### src/rtl/assert_macros.svh
// assertion macros shared by the rtl modules
// each macro expects signals clk and rst_n in the module that uses it
`ifndef ASSERT_MACROS_SVH
`define ASSERT_MACROS_SVH

// same-cycle implication
`define ASSERT_IMPL(label, ante, cons, msg) \
  label: assert property (@(posedge clk) disable iff (!rst_n) (ante) |-> (cons)) \
    else $error(msg);

// next-cycle implication
`define ASSERT_NEXT(label, ante, cons, msg) \
  label: assert property (@(posedge clk) disable iff (!rst_n) (ante) |=> (cons)) \
    else $error(msg);

`endif

### src/rtl/slfr_pkg.sv
// shared constants and types for the length-prefixed frame receiver
// no dependencies
package slfr_pkg;

  localparam logic [1:0] OP_ARM  = 2'd0;
  localparam logic [1:0] OP_BYTE = 2'd1;
  localparam logic [1:0] OP_TICK = 2'd2;

  localparam logic [2:0] PH_IDLE    = 3'd0;
  localparam logic [2:0] PH_HUNT    = 3'd1;
  localparam logic [2:0] PH_SKIP    = 3'd2;
  localparam logic [2:0] PH_LEN_HI  = 3'd3;
  localparam logic [2:0] PH_LEN_LO  = 3'd4;
  localparam logic [2:0] PH_PAYLOAD = 3'd5;

  localparam logic [2:0] ST_NONE    = 3'd0;
  localparam logic [2:0] ST_BYTE    = 3'd1;
  localparam logic [2:0] ST_EMPTY   = 3'd2;
  localparam logic [2:0] ST_MARKER  = 3'd3;
  localparam logic [2:0] ST_LONG    = 3'd4;
  localparam logic [2:0] ST_TIMEOUT = 3'd5;

  localparam logic [7:0]  SYNC_BYTE     = 8'h5A;
  localparam logic [7:0]  START_BYTE    = 8'h58;
  localparam logic [15:0] TIMEOUT_RESET = 16'd500;

  typedef struct packed {
    logic [2:0] status;
    logic [7:0] data_byte;
    logic       last;
  } res_t;

endpackage

### src/rtl/sync_length_frame_receiver.sv
// channel   | handshake          | payload
// in_       | in_valid/in_stall  | opcode, rx_byte, capacity
// out_      | out_valid/out_stall| status, data_byte, last
// cfg_      | cfg_we             | cfg_wdata (timeout ticks)
// one request in per cycle while in_stall is low; its result is registered
// every request gives exactly one result, an arm included
// in_stall rises only when both the result register and the skid entry are full
// synchronous active-low reset; timeout returns to 500 ticks
// top level: state machine plus result buffer; depends on slfr_pkg, slfr_fsm, slfr_skid
module sync_length_frame_receiver (
  input  logic        clk,
  input  logic        rst_n,
  input  logic        cfg_we,
  input  logic [15:0] cfg_wdata,
  input  logic        in_valid,
  output logic        in_stall,
  input  logic [1:0]  in_opcode,
  input  logic [7:0]  in_rx_byte,
  input  logic [15:0] in_capacity,
  output logic        out_valid,
  input  logic        out_stall,
  output logic [2:0]  out_status,
  output logic [7:0]  out_data_byte,
  output logic        out_last
);

  logic           in_acc;
  logic           full;
  slfr_pkg::res_t res;
  slfr_pkg::res_t out_res;

  assign in_stall = full;
  assign in_acc   = in_valid && !full;

  slfr_fsm u_fsm (
    .clk       (clk),
    .rst_n     (rst_n),
    .cfg_we    (cfg_we),
    .cfg_wdata (cfg_wdata),
    .acc       (in_acc),
    .opcode    (in_opcode),
    .rx_byte   (in_rx_byte),
    .capacity  (in_capacity),
    .res       (res)
  );

  slfr_skid u_skid (
    .clk       (clk),
    .rst_n     (rst_n),
    .in_acc    (in_acc),
    .res       (res),
    .full      (full),
    .out_valid (out_valid),
    .out_stall (out_stall),
    .out_res   (out_res)
  );

  assign out_status    = out_res.status;
  assign out_data_byte = out_res.data_byte;
  assign out_last      = out_res.last;

endmodule

### src/rtl/slfr_fsm.sv
// receive state machine: header hunt, length check, payload count, tick timeout
// depends on slfr_pkg and assert_macros.svh
`include "assert_macros.svh"

module slfr_fsm (
  input  logic              clk,
  input  logic              rst_n,
  input  logic              cfg_we,
  input  logic [15:0]       cfg_wdata,
  input  logic              acc,
  input  logic [1:0]        opcode,
  input  logic [7:0]        rx_byte,
  input  logic [15:0]       capacity,
  output slfr_pkg::res_t    res
);

  logic [2:0]  phase_r, phase_nxt;
  logic [15:0] flen_r, flen_nxt;
  logic [15:0] bleft_r, bleft_nxt;
  logic [15:0] limit_r, limit_nxt;
  logic [15:0] ticks_r, ticks_nxt;
  logic [15:0] tmo_r;
  logic [15:0] len_full;
  logic [16:0] tick_sum;

  assign len_full = {flen_r[15:8], rx_byte};
  assign tick_sum = {1'b0, ticks_r} + 17'd1;

  always_comb begin
    phase_nxt = phase_r;
    flen_nxt  = flen_r;
    bleft_nxt = bleft_r;
    limit_nxt = limit_r;
    ticks_nxt = ticks_r;
    res       = '0;
    if (acc) begin
      unique case (opcode)
        slfr_pkg::OP_ARM: begin
          limit_nxt = capacity;
          flen_nxt  = '0;
          bleft_nxt = '0;
          ticks_nxt = '0;
          phase_nxt = slfr_pkg::PH_HUNT;
        end
        slfr_pkg::OP_BYTE: begin
          if (phase_r != slfr_pkg::PH_IDLE) begin
            ticks_nxt = '0;
            unique case (phase_r)
              slfr_pkg::PH_HUNT: begin
                if (rx_byte == slfr_pkg::SYNC_BYTE) phase_nxt = slfr_pkg::PH_SKIP;
              end
              slfr_pkg::PH_SKIP: begin
                if (rx_byte == slfr_pkg::START_BYTE) begin
                  phase_nxt = slfr_pkg::PH_LEN_HI;
                end else if (rx_byte != slfr_pkg::SYNC_BYTE) begin
                  phase_nxt  = slfr_pkg::PH_IDLE;
                  bleft_nxt  = '0;
                  res.status = slfr_pkg::ST_MARKER;
                end
              end
              slfr_pkg::PH_LEN_HI: begin
                flen_nxt  = {rx_byte, 8'h00};
                phase_nxt = slfr_pkg::PH_LEN_LO;
              end
              slfr_pkg::PH_LEN_LO: begin
                flen_nxt = len_full;
                if (len_full > limit_r) begin
                  phase_nxt  = slfr_pkg::PH_IDLE;
                  bleft_nxt  = '0;
                  res.status = slfr_pkg::ST_LONG;
                end else if (len_full == 16'd0) begin
                  phase_nxt  = slfr_pkg::PH_IDLE;
                  bleft_nxt  = '0;
                  res.status = slfr_pkg::ST_EMPTY;
                end else begin
                  bleft_nxt = len_full;
                  phase_nxt = slfr_pkg::PH_PAYLOAD;
                end
              end
              slfr_pkg::PH_PAYLOAD: begin
                res.status    = slfr_pkg::ST_BYTE;
                res.data_byte = rx_byte;
                if (bleft_r <= 16'd1) begin
                  res.last  = 1'b1;
                  phase_nxt = slfr_pkg::PH_IDLE;
                  bleft_nxt = '0;
                end else begin
                  bleft_nxt = bleft_r - 16'd1;
                end
              end
              default: begin
              end
            endcase
          end
        end
        slfr_pkg::OP_TICK: begin
          if (phase_r != slfr_pkg::PH_IDLE) begin
            if (tick_sum > {1'b0, tmo_r}) begin
              phase_nxt  = slfr_pkg::PH_IDLE;
              bleft_nxt  = '0;
              ticks_nxt  = '0;
              res.status = slfr_pkg::ST_TIMEOUT;
            end else begin
              ticks_nxt = tick_sum[15:0];
            end
          end
        end
        default: begin
        end
      endcase
    end
  end

  always_ff @(posedge clk) begin
    if (!rst_n) begin
      phase_r <= slfr_pkg::PH_IDLE;
      flen_r  <= '0;
      bleft_r <= '0;
      limit_r <= '0;
      ticks_r <= '0;
      tmo_r   <= slfr_pkg::TIMEOUT_RESET;
    end else begin
      phase_r <= phase_nxt;
      flen_r  <= flen_nxt;
      bleft_r <= bleft_nxt;
      limit_r <= limit_nxt;
      ticks_r <= ticks_nxt;
      if (cfg_we) tmo_r <= cfg_wdata;
    end
  end

  `ASSERT_IMPL(a_payload_nonzero, phase_r == slfr_pkg::PH_PAYLOAD, bleft_r != 16'd0, "payload phase with no bytes left")
  `ASSERT_IMPL(a_payload_in_limit, phase_r == slfr_pkg::PH_PAYLOAD, bleft_r <= limit_r, "payload count above capacity")
  `ASSERT_IMPL(a_idle_no_ticks, phase_r == slfr_pkg::PH_IDLE, ticks_r == 16'd0, "tick count held while idle")

endmodule

### src/rtl/slfr_skid.sv
// result register with one skid entry so the input stall is registered
// depends on slfr_pkg and assert_macros.svh
`include "assert_macros.svh"

module slfr_skid (
  input  logic              clk,
  input  logic              rst_n,
  input  logic              in_acc,
  input  slfr_pkg::res_t    res,
  output logic              full,
  output logic              out_valid,
  input  logic              out_stall,
  output slfr_pkg::res_t    out_res
);

  logic           out_valid_r, out_valid_nxt;
  logic           skid_valid_r, skid_valid_nxt;
  slfr_pkg::res_t out_res_r, out_res_nxt;
  slfr_pkg::res_t skid_res_r, skid_res_nxt;
  logic           out_free;

  assign out_free = !out_valid_r || !out_stall;

  always_comb begin
    out_valid_nxt  = out_valid_r;
    skid_valid_nxt = skid_valid_r;
    out_res_nxt    = out_res_r;
    skid_res_nxt   = skid_res_r;
    if (out_free) begin
      out_valid_nxt  = skid_valid_r || in_acc;
      out_res_nxt    = skid_valid_r ? skid_res_r : res;
      skid_valid_nxt = 1'b0;
    end else if (in_acc) begin
      skid_valid_nxt = 1'b1;
      skid_res_nxt   = res;
    end
  end

  always_ff @(posedge clk) begin
    if (!rst_n) begin
      out_valid_r  <= 1'b0;
      skid_valid_r <= 1'b0;
    end else begin
      out_valid_r  <= out_valid_nxt;
      skid_valid_r <= skid_valid_nxt;
    end
    out_res_r  <= out_res_nxt;
    skid_res_r <= skid_res_nxt;
  end

  assign full      = skid_valid_r;
  assign out_valid = out_valid_r;
  assign out_res   = out_res_r;

  `ASSERT_IMPL(a_skid_behind_out, skid_valid_r, out_valid_r, "skid entry without result entry")
  `ASSERT_IMPL(a_no_overflow, skid_valid_r, !in_acc, "request accepted with skid full")
  `ASSERT_NEXT(a_skid_drains, skid_valid_r && !out_stall, !skid_valid_r && out_valid_r, "skid entry not moved forward")

endmodule

### config.mk
export PLATFORM = sky130hd
export DESIGN_NAME = sync_length_frame_receiver
export DESIGN_NICKNAME = d
export VERILOG_FILES = /design/src/rtl/slfr_pkg.sv /design/src/rtl/sync_length_frame_receiver.sv /design/src/rtl/slfr_fsm.sv /design/src/rtl/slfr_skid.sv
export VERILOG_INCLUDE_DIRS = /design/src /design/src/rtl
export SDC_FILE = /design/constraint.sdc
export NUM_CORES = 1
export LEC_CHECK = 0
export ABC_AREA = 1
export BUFFER_PORTS_ARGS = -buffer_cell sky130_fd_sc_hd__buf_2
export CAP_MARGIN = 20
export CORE_UTILIZATION = 60
export DETAILED_ROUTE_END_ITERATION = 16
export PLACE_DENSITY = 0.88
export SLEW_MARGIN = 20
export SYNTH_ARGS = -nofsm -noshare
export SYNTH_HDL_FRONTEND = slang
export SYNTH_HIERARCHICAL = 1
export SYNTH_SLANG_ARGS = --single-unit
### constraint.sdc
create_clock -name clk -period 2.92 [get_ports clk]
set_clock_uncertainty 0.05 [all_clocks]
set_input_delay 0.876 -clock clk [delete_from_list [all_inputs] [get_ports clk]]
set_output_delay 0.876 -clock clk [all_outputs]
set_load 0.03 [all_outputs]
==> results of run 1 <==
==> critical path: stages, from the launching register on <==
cell and delay (ns):
dfxtp_2 0.37, ha_2 0.19, nand2_1 0.09, nor2_4 0.14, buf_4 0.13, nand3_1 0.11, xnor2_1 0.18, ha_1 0.31
nand2_1 0.10, nor4_2 0.30, nand4_2 0.17, nand2_4 0.12, buf_4 0.21, nand4_1 0.13, a21oi_1 0.14
==> cell usage after synthesis, drive strengths merged (15+ instances only) <==
| cell type | count | area share [%] |
|---|---|---|
| a21oi | 90 | 7.5 |
| clkbuf | 17 | 1.1 |
| dfxtp | 77 | 26 |
| edfxtp | 24 | 12 |
| ha | 39 | 8.2 |
| inv | 114 | 7.2 |
| nand2 | 179 | 12 |
| nand3 | 48 | 4.0 |
| nand4 | 33 | 3.6 |
| nor2 | 98 | 6.4 |
| o21ai | 62 | 5.3 |
| xor2 | 15 | 2.2 |
==> through the flow <==
step                setup TNS [ns]  util (%)  std cells  worst slack (ns)
floorplan                        0         -        836             0.305
global placement                 0      65.9       1018             0.123
detailed placement          -0.126      65.9       1018           -0.0292
CTS                              0      68.2       1034            0.0527
global route                -0.554      68.8       1036           -0.0796
finish                           0      68.8       1036             0.125
==> logic make-up (layout without fill, tap and decap cells) <==
family / Yosys count / after routing / synth area share, %
buffers and inverters: 145 / 211 / 10.1
and+or+nand+nor: 373 / 374 / 27.4
xor gates and xnor gates: 19 / 19 / 2.79
DFF: 101 / 101 / 37.9
adders and majority gates: 39 / 39 / 8.17
AOI/OAI and AO/OA: 159 / 159 / 13.7
==> state kept, by name, summed over array words and instances (netlist names) <==
register	count
u_skid/skid_res_r	12
u_fsm/bleft_r	16
u_fsm/limit_r	16
u_fsm/ticks_r	16
u_skid/out_res	12
u_skid/full	1
u_skid/out_valid	1
u_fsm/flen_r	8
u_fsm/phase_r	3
u_fsm/tmo_r	16
==> area by class of cell <==
type / instances / area [um2] / share of cell area (%)
multi-input combinational: 591 / 3160 / 47.2
sequential: 101 / 2270 / 33.9
timing repair buffer: 79 / 443 / 6.62
inverter: 116 / 440 / 6.58
tap: 133 / 166 / 2.49
clock buffer: 9 / 124 / 1.85
clock inverter: 7 / 92.6 / 1.38
==> layer usage <==
metal	up-vias	track usage, %	part of all wire, %
met5	-	0	0
met4	0	11.3	2.5
met3	28	3.66	7.9
met2	223	44.2	47
met1	2540	35.9	43
li1	2859	-	-
==> worst max-delay path by stage <==
stage	depth (start not counted)	endpoint	slack, ns	startpoint
4_1_cts	17	u_fsm/bleft_r[15]	0.05	u_fsm/ticks_r[0]
6_report	14	u_fsm/ticks_r[14]	0.12	u_fsm/ticks_r[0]
3_5_place_dp	17	u_fsm/bleft_r[5]	-0.03	u_fsm/ticks_r[0]
2_1_floorplan	18	u_fsm/bleft_r[1]	0.30	u_fsm/ticks_r[0]
5_1_grt	16	u_skid/out_res[11]	-0.08	u_fsm/ticks_r[0]
3_3_place_gp	17	u_fsm/bleft_r[7]	0.12	u_fsm/ticks_r[0]
==> timing repair <==
action / in CTS / in global routing
setup endpoints to repair: 16 / 39
resized for setup: 1 / 13
setup buffers: 0 / 1
pin swaps: 0 / 3
cloned: 0 / 1
==> power breakdown <==
part	internal, mW	total, mW	leakage, nW	switching, mW
Clock	0.417	0.947	0.109	0.530
Sequential	1.50	1.54	0.903	0.0422
Combinational	0.225	0.676	2.16	0.451
Total	2.14	3.16	3.17	1.02
==> results.sh, run 1 <==
export IMPL_outcome="finished, final reports clean"
export IMPL_r2r_start="u_fsm/ticks_r[0]"
export IMPL_dieWidth_um=102
export IMPL_layout_area_overhead_vs_synth_pct=12.1
export IMPL_synth_nets=922
export IMPL_clk_pin_slew_ns=0.11
export IMPL_grt_max_degree=57
export IMPL_core_area_mm2=0.00973
export IMPL_grt_usage_pct=27.0
export IMPL_syn_area_per_cell_um2=7.14
export IMPL_worstMarginPinSlew_ns=0.862
export IMPL_firstDrtPassIters=5
export IMPL_cts_hold_buf=0
export IMPL_critPathRequiredTime_ns=3.17
export IMPL_cp_arrival_ns=3.05
export IMPL_p_total_mw=3.16
export IMPL_postSynthCellCount=836
export IMPL_synth_area_mm2=0.00597
export IMPL_final_common_cell="nand2_1"
export IMPL_wire_per_inst_um=13.3
export IMPL_cts_buffer_depth=2
export IMPL_finalHoldViolCount=0
export IMPL_setup_violations=0
export IMPL_clockRootBuffer="clkbuf_8"
export IMPL_num_rows=36
export IMPL_period_minus_slack_ns=2.80
export IMPL_min_period_over_period_pct=95.7
export IMPL_diodes=0
export IMPL_synth_seq_cells=101
export IMPL_rrSetupSlack_ns=0.12
export IMPL_gp_congestion=0.907
export IMPL_synth_enable_flop_cells=24
export IMPL_worstPathMaxFanout=16
export IMPL_end_kind="flip-flop"
export IMPL_hold_depth=2
export IMPL_r2r_cells=14
export IMPL_route_detailed_drc=0
export IMPL_critPathKind="flip-flop to flip-flop"
export IMPL_max_freq_ghz=0.358
export IMPL_whs_endpoint="u_fsm/limit_r[6]"
export IMPL_dp_hpwl_um=10000
export IMPL_vias_per_cell=5.45
export IMPL_grt_overflow_total=0
export IMPL_rsz0062_at_grt="yes"
export IMPL_drtIter0Drc=369
export IMPL_cts_htree_levels=3
export IMPL_fin_area_mm2=0.00669
export IMPL_power_per_cell_area_mw_per_mm2=473
export IMPL_min_delay_start="u_fsm/limit_r[6]"
export IMPL_cap_violations=0
export IMPL_grt_pass1_vias=4811
export IMPL_hold_path_class="flip-flop to flip-flop"
export IMPL_whs_ns=0.419
export IMPL_r2r_end="u_fsm/ticks_r[14]"
export IMPL_routed_wl_um=13800
export IMPL_slew_headroom_pct=42.2
export IMPL_grt_pass1_wl_um=22000
export IMPL_ir_drop_uv=337
export IMPL_synth_flop_cell="dfxtp_1"
export IMPL_port_buffers=60
export IMPL_drive_gt1_share_pct=14.1
export IMPL_async_flop_share_pct=0
export IMPL_ys_seq_area_share_pct=37.9
export IMPL_maxSlewViolCount=0
export IMPL_num_fill_cells=833
export IMPL_design_die_area_mm2=0.0104
export IMPL_die_h_um=102
export IMPL_final_nets=984
export IMPL_yosys_warnings=6
export IMPL_cts_sinks=101
export IMPL_leakagePower_nw=3.17
export IMPL_ant_nets=0
export IMPL_start_util_pct=61.4
export IMPL_worstSetupStartpointType="flip-flop"
export IMPL_place_area_mm2=0.00641
export IMPL_cts_tree="built"
export IMPL_layout_common_cells="nand2_1 (170), inv_1 (111), nor2_1 (93)"
export IMPL_clk_latency_ns=0.37
export IMPL_synth_distinct_cells=39
export IMPL_antenna_found_initial=0
export IMPL_via_count=5650
export IMPL_pin_count=61
export IMPL_cts_made_buffers=9
(Power assumes the default switching activity.)
==> run 2: changes to the inputs <==
Settings changed: PLACE_DENSITY 0.88 to not set, PLACE_DENSITY_LB_ADDON set to 0.1.
==> run 2 against run 1 <==
Die area stayed put; critical endpoint is now u_fsm/bleft_r[10]; sequential power hardly changed; hold slack worse by 0.0032 ns; setup slack worse by 0.017 ns; utilization is 2.6 points higher; combinational power is 7.7% higher; clock-buffer cell count is 3 higher; largest power group unchanged.
==> results.sh, run 2 (synthesized netlist as in run 1, its figures left out) <==
export IMPL_outcome="finished, final reports clean"
export IMPL_cts_made_buffers=9
export IMPL_num_rows=36
export IMPL_p_total_mw=3.43
export IMPL_crit_slowest_cell="dfxtp_2"
export IMPL_ant_nets=0
export IMPL_power_per_cell_area_mw_per_mm2=495
export IMPL_r2r_cells=16
export IMPL_grt_usage_pct=30.0
export IMPL_critical_path_max_stage_delay_ns=0.39
export IMPL_drtIter0Drc=299
export IMPL_gp_congestion=0.904
export IMPL_grt_overflow_total=0
export IMPL_finalHoldViolCount=0
export IMPL_cts_tree="built"
export IMPL_multi_input_area_mm2=0.00328
export IMPL_worstPathMaxFanout=16
export IMPL_grt_pass1_vias=5275
export IMPL_hold_path_class="flip-flop to flip-flop"
export IMPL_end_kind="flip-flop"
export IMPL_route_detailed_drc=0
export IMPL_r2r_start="u_fsm/ticks_r[6]"
export IMPL_cts_sinks=101
export IMPL_cp_arrival_ns=3.04
export IMPL_die_h_um=102
export IMPL_place_area_mm2=0.00643
export IMPL_clockRootBuffer="clkbuf_8"
export IMPL_min_period_over_period_pct=96.3
export IMPL_pin_count=61
export IMPL_period_minus_slack_ns=2.81
export IMPL_routed_wl_um=15300
export IMPL_num_fill_cells=810
export IMPL_rrSetupSlack_ns=0.11
export IMPL_cts_htree_levels=3
export IMPL_r2r_end="u_fsm/bleft_r[10]"
export IMPL_post_route_util_pct=71.4
export IMPL_antenna_found_initial=0
export IMPL_stdcell_count=1044
export IMPL_design_die_area_mm2=0.0104
export IMPL_cap_violations=0
export IMPL_worstSetupStartpointType="flip-flop"
export IMPL_dp_hpwl_um=11200
export IMPL_grt_pass1_wl_um=24200
export IMPL_wire_per_inst_um=14.7
export IMPL_clk_pin_slew_ns=0.09
export IMPL_rsz0062_at_grt="yes"
export IMPL_startpoint="u_fsm/ticks_r[6]"
export IMPL_max_freq_ghz=0.356
export IMPL_firstDrtPassIters=5
export IMPL_seq_area_mm2=0.00228
export IMPL_critPathRequiredTime_ns=3.14
export IMPL_leakagePower_nw=3.27
export IMPL_clk_latency_ns=0.38
export IMPL_via_count=5795
export IMPL_worstMarginPinSlew_ns=0.710
export IMPL_cts_buffer_depth=2
export IMPL_layout_area_overhead_vs_synth_pct=16.3
export IMPL_setup_worst_path_end="u_fsm/bleft_r[10]"
export IMPL_final_common_cell="nand2_1"
export IMPL_drive_gt1_share_pct=17.2
export IMPL_cp_common_cell="nand2_1"
export IMPL_path_cells="nand2_1 > nor2_1 > and3_1 > nand2_1 > xor2_1 > inv_1 > ha_1 > nand2_1 > nor4_1 > nand4_2 > nand2_4 > nand2_8 > nand2_8 > nand2_1 > nand2_1 > nor2_1"
export IMPL_diodes=0
export IMPL_start_util_pct=61.4
export IMPL_fin_area_mm2=0.00695
export IMPL_layout_common_cells="nand2_1 (159), inv_1 (110), nor2_1 (90)"
export IMPL_setup_violations=0
export IMPL_ir_drop_uv=291
export IMPL_dp_cells=1021
export IMPL_dieWidth_um=102
export IMPL_core_area_mm2=0.00973
export IMPL_cts_hold_buf=0
export IMPL_vias_per_cell=5.55
export IMPL_slew_headroom_pct=52.6
export IMPL_final_nets=992
export IMPL_maxSlewViolCount=0
export IMPL_critPathKind="flip-flop to flip-flop"
export IMPL_port_buffers=60
export IMPL_grt_max_degree=33
[run 2: worst max-delay path: cells and delay by family, from the launching register on]
kind                     cells  cell delay, ns
AND/OR/NAND/NOR             13            1.77
flip-flops                   1            0.39
adder cells (fa/ha/maj)      1            0.27
XOR/XNOR                     1            0.14
buffers and inverters        1            0.08
[run 2: worst min-delay path by stage]
stage | startpoint | to | slack (ns) | cells after the start
6_report | u_fsm/limit_r[7] | u_fsm/limit_r[7] | 0.42 | 2
5_1_grt | u_fsm/tmo_r[1] | u_fsm/tmo_r[1] | 0.44 | 2
4_1_cts | u_fsm/limit_r[2] | u_fsm/limit_r[2] | 0.42 | 2
3_5_place_dp | u_fsm/limit_r[2] | u_fsm/limit_r[2] | 0.41 | 2
3_3_place_gp | u_fsm/limit_r[1] | u_fsm/limit_r[1] | 0.39 | 2
2_1_floorplan | u_fsm/limit_r[10] | u_fsm/limit_r[10] | 0.38 | 2
[run 2: what timing repair did]
| action | 4_1_cts | 5_1_grt |
|---|---|---|
| hold endpoints to repair | 0 | 0 |
| gates resized for setup | 2 | 47 |
| endpoints found under the setup margin | 17 | 39 |
| buffers inserted | 0 | 5 |
| cloned | 0 | 2 |
| pin swaps | 0 | 18 |
[run 2: stage by stage]
stage | hold slack (ns) | setup WS [ns] | TNS (ns)
6_report | 0.416 | 0.108 | 0
3_5_place_dp | 0.406 | -0.0152 | -0.0641
5_1_grt | 0.435 | -0.0827 | -1.33
2_1_floorplan | 0.383 | 0.305 | 0
4_1_cts | 0.420 | 0.0172 | 0
3_3_place_gp | 0.392 | 0.109 | 0
[run 2: area by class of cell]
class	count	share of cell area, %
sequential	101	32.8
clock inverter	4	1.42
timing repair buffer	86	7.31
clock buffer	12	2.54
tap	133	2.40
inverter	116	6.34
multi-input combinational	592	47.2
[run 2: power breakdown]
group | switching, mW | internal (mW)
Clock | 0.497 | 0.671
Combinational | 0.484 | 0.244
Sequential | 0.0430 | 1.50
[run 2: routing by layer]
metal  vias to the layer above  wire length, um  global-route usage (%)
met3                        33              697                    3.59
li1                       2880                -                       -
met1                      2679             6790                    37.5
met4                         0              445                    13.7
met2                       203             7420                    51.8
met5                         -                0                       0
==> run 3: changes to the inputs <==
Settings changed: CORE_UTILIZATION 60 to 40, SYNTH_HIERARCHICAL 1 to not set.
==> run 3 against run 2 <==
Sequential power hardly changed; power shrank 3.3%; clock power shrank 3%; utilization shrank 21 points; sequential share of layout area down 1.9 points; the flow now finishes with violations (negative setup slack); non-clock buffer count grew 20; critical path depth rose by 5.
==> results.sh, run 3 <==
export IMPL_grt_pass1_wl_um=25400
export IMPL_synth_area_mm2=0.00596
export IMPL_ir_drop_uv=270
export IMPL_ant_nets=0
export IMPL_seq_area_mm2=0.00228
export IMPL_antenna_found_initial=1
export IMPL_via_count=5587
export IMPL_r2r_end="u_fsm.bleft_r[2]"
export IMPL_dp_cells=1070
export IMPL_route_detailed_drc=0
export IMPL_rrSetupSlack_ns=-0.11
export IMPL_end_kind="flip-flop"
export IMPL_start_util_pct=41.0
export IMPL_finalHoldViolCount=0
export IMPL_failed_checks="negative setup slack"
export IMPL_setup_slack_ns=-0.111
export IMPL_clk_pin_slew_ns=0.07
export IMPL_clk_latency_ns=0.36
export IMPL_cp_arrival_ns=3.23
export IMPL_yosys_warnings=0
export IMPL_clockRootBuffer="clkbuf_16"
export IMPL_p_comb_share_pct=20.1
export IMPL_slew_headroom_pct=50.4
export IMPL_vias_per_cell=5.08
export IMPL_cts_made_buffers=9
export IMPL_outcome="complete, but fails checks"
export IMPL_final_nets=996
export IMPL_synth_nets=907
export IMPL_period_minus_slack_ns=3.03
export IMPL_maxSlewViolCount=0
export IMPL_worstPathMaxFanout=8
export IMPL_stdcell_count=1100
export IMPL_dieWidth_um=124
export IMPL_r2r_start="u_fsm.ticks_r[0]"
export IMPL_synth_flop_cell="dfxtp_1"
export IMPL_worstSetupStartpointType="flip-flop"
export IMPL_design_die_area_mm2=0.0154
export IMPL_grt_max_degree=35
export IMPL_rsz0062_at_grt="yes"
export IMPL_power_per_cell_area_mw_per_mm2=450
export IMPL_r2r_cells=21
export IMPL_grt_pass1_vias=5309
export IMPL_layout_area_overhead_vs_synth_pct=23.7
export IMPL_layout_common_cells="nand2_1 (152), inv_1 (94), nor2_1 (88)"
export IMPL_max_freq_ghz=0.330
export IMPL_hold_depth=2
export IMPL_p_sw_mw=1.02
export IMPL_die_h_um=124
export IMPL_final_common_cell="nand2_1"
export IMPL_cts_sinks=101
export IMPL_synth_top_area_share_pct=25.8
export IMPL_cts_htree_levels=3
export IMPL_p_sw_share_pct=30.6
export IMPL_cts_buffer_depth=2
export IMPL_pin_count=61
export IMPL_synth_enable_flop_cells=24
export IMPL_multi_input_area_mm2=0.00345
export IMPL_path_delay_family="simple AND/OR/NAND/NOR gates"
export IMPL_critPathKind="flip-flop to flip-flop"
export IMPL_yosys_area_top_type="dfxtp_1"
export IMPL_firstDrtPassIters=5
export IMPL_whs_endpoint="u_fsm.limit_r[2]"
export IMPL_async_flop_share_pct=0
export IMPL_synthTopCellsByArea="dfxtp_1 (26%), edfxtp_1 (12%), nand2_1 (11%), ha_1 (8.2%), nor2_1 (6.4%)"
export IMPL_leakagePower_nw=3.38
export IMPL_grt_usage_pct=21.7
export IMPL_p_seq_share_pct=45.8
export IMPL_critical_path_max_stage_delay_ns=0.38
export IMPL_cts_tree="built"
export IMPL_post_place_ws_ns=-0.149
export IMPL_postSynthCellCount=821
export IMPL_worstMarginPinSlew_ns=0.742
export IMPL_routed_wl_um=16400
export IMPL_num_fill_cells=1461
export IMPL_power_frac_clock_pct=34.2
export IMPL_grt_overflow_total=0
export IMPL_min_delay_start="u_fsm.limit_r[2]"
export IMPL_cap_violations=0
export IMPL_ys_seq_area_share_pct=37.9
export IMPL_yosys_top_cells_count="nand2_1 (168), nor2_1 (101), inv_1 (98)"
export IMPL_cp_common_cell="nand2_1"
export IMPL_crit_buf_inv=4
export IMPL_wire_per_inst_um=14.9
export IMPL_path_cells="ha_4 > nand2_2 > buf_4 > nor2_4 > xor2_1 > inv_1 > ha_1 > nand2_1 > inv_1 > nand2_1 > nand2_1 > nand2_1 > nand2_1 > nand3_2 > nand3_2 > nand2_2 > nand2_4 > nand3b_4 > buf_12 > nor2_1 > nor2_1"
export IMPL_drtIter0Drc=264
export IMPL_synth_distinct_cells=40
export IMPL_min_period_over_period_pct=104
export IMPL_critPathRequiredTime_ns=3.12
export IMPL_gp_congestion=0.805
export IMPL_dp_hpwl_um=11800
export IMPL_internal_power_mw=2.30
export IMPL_yosysMostFrequentCell="nand2_1"
export IMPL_setup_violations=28
export IMPL_core_area_mm2=0.0145
export IMPL_drive_gt1_share_pct=25.4
export IMPL_crit_slowest_cell="dfxtp_2"
export IMPL_syn_area_per_cell_um2=7.26
export IMPL_num_rows=44
export IMPL_port_buffers=60
export IMPL_synth_seq_cells=101
export IMPL_hold_path_class="flip-flop to flip-flop"
-- run 3: cell count changes after synthesis, moves of 4 or more --
cell	change
nor3_1	+13
nor2_1	+6
o21ai_0	-7
nor2_2	+4
a21oi_1	-15
nand2_2	+10
a21oi_2	+10
nand4_1	-18
inv_1	-13
buf_6	-4
o21ai_1	-5
inv_2	+4
-- run 3: through the flow --
step	TNS, ns	power [mW]	hold WS [ns]	util [%]	instance area (um2)
global route	-8.92	3.50	0.443	50.7	7370
global placement	-0.00536	2.15	0.397	45.6	6630
detailed placement	-3.67	2.17	0.402	45.6	6630
CTS	-0.0111	3.31	0.412	47.7	6930
floorplan	0	1.98	0.383	-	5960
finish	-1.25	3.32	0.408	50.8	7380
-- run 3: kinds of logic after synthesis --
family | Yosys count | share of synthesized area, %
buffers and inverters | 135 | 9.27
adder cells (fa/ha/maj) | 39 | 8.18
AO/OA/AOI/OAI | 143 | 13.2
flip-flops | 101 | 37.9
AND/OR/NAND/NOR | 385 | 28.8
XOR/XNOR | 18 | 2.64
-- run 3: worst max path at each step --
stage	start	slack [ns]	cells past startpoint	end
global route	u_fsm.ticks_r[0]	-0.29	20	u_fsm.bleft_r[5]
detailed placement	u_fsm.ticks_r[1]	-0.15	20	u_fsm.bleft_r[2]
global placement	u_fsm.ticks_r[6]	-0.003	18	u_fsm.bleft_r[0]
floorplan	u_fsm.ticks_r[0]	0.11	17	u_fsm.bleft_r[0]
CTS	u_fsm.ticks_r[1]	-0.01	19	u_fsm.bleft_r[2]
finish	u_fsm.ticks_r[0]	-0.11	21	u_fsm.bleft_r[2]
-- run 3: worst min-delay path: cells and delay by family, from the launching register on --
family | cells | cell delay, ns
compound gates | 1 | 0.06
buf+inv | 1 | 0.06
flops | 1 | 0.30
-- run 3: layout make-up --
cell class | count | share of cell area [%]
multi-input combinational | 585 | 46.8
timing repair buffer | 106 | 10.1
sequential | 101 | 30.9
inverter | 107 | 5.48
clock inverter | 5 | 0.492
tap | 184 | 3.12
clock buffer | 11 | 3.15
antenna | 1 | 0.0339
-- run 3: routing by layer --
| layer | GRT usage [%] | vias to the layer above | routed length (um) |
|---|---|---|---|
| met4 | 7.51 | 0 | 383 |
| met3 | 4.17 | 27 | 753 |
| met1 | 26.5 | 2584 | 7460 |
| met2 | 37.7 | 131 | 7780 |
| li1 | - | 2845 | - |
| met5 | 0 | - | 0 |
-- run 3: power by group through the flow --
stage / Combinational, mW / Clock (mW) / Sequential (mW)
2_1_floorplan: 0.413 / 0 / 1.56
3_3_place_gp: 0.601 / 0 / 1.55
5_1_grt: 0.746 / 1.22 / 1.53
4_1_cts: 0.620 / 1.17 / 1.52
6_report: 0.666 / 1.13 / 1.52
3_5_place_dp: 0.615 / 0 / 1.55
-- run 3: timing repair --
| action | 4_1_cts | 5_1_grt |
|---|---|---|
| gates resized for setup | 7 | 80 |
| gates cloned | 0 | 4 |
| hold endpoints to repair | 0 | 0 |
| buffers inserted | 2 | 7 |
| setup endpoints to repair | 39 | 39 |
| pin swaps | 4 | 27 |
| hold buffers | 0 | 0 |
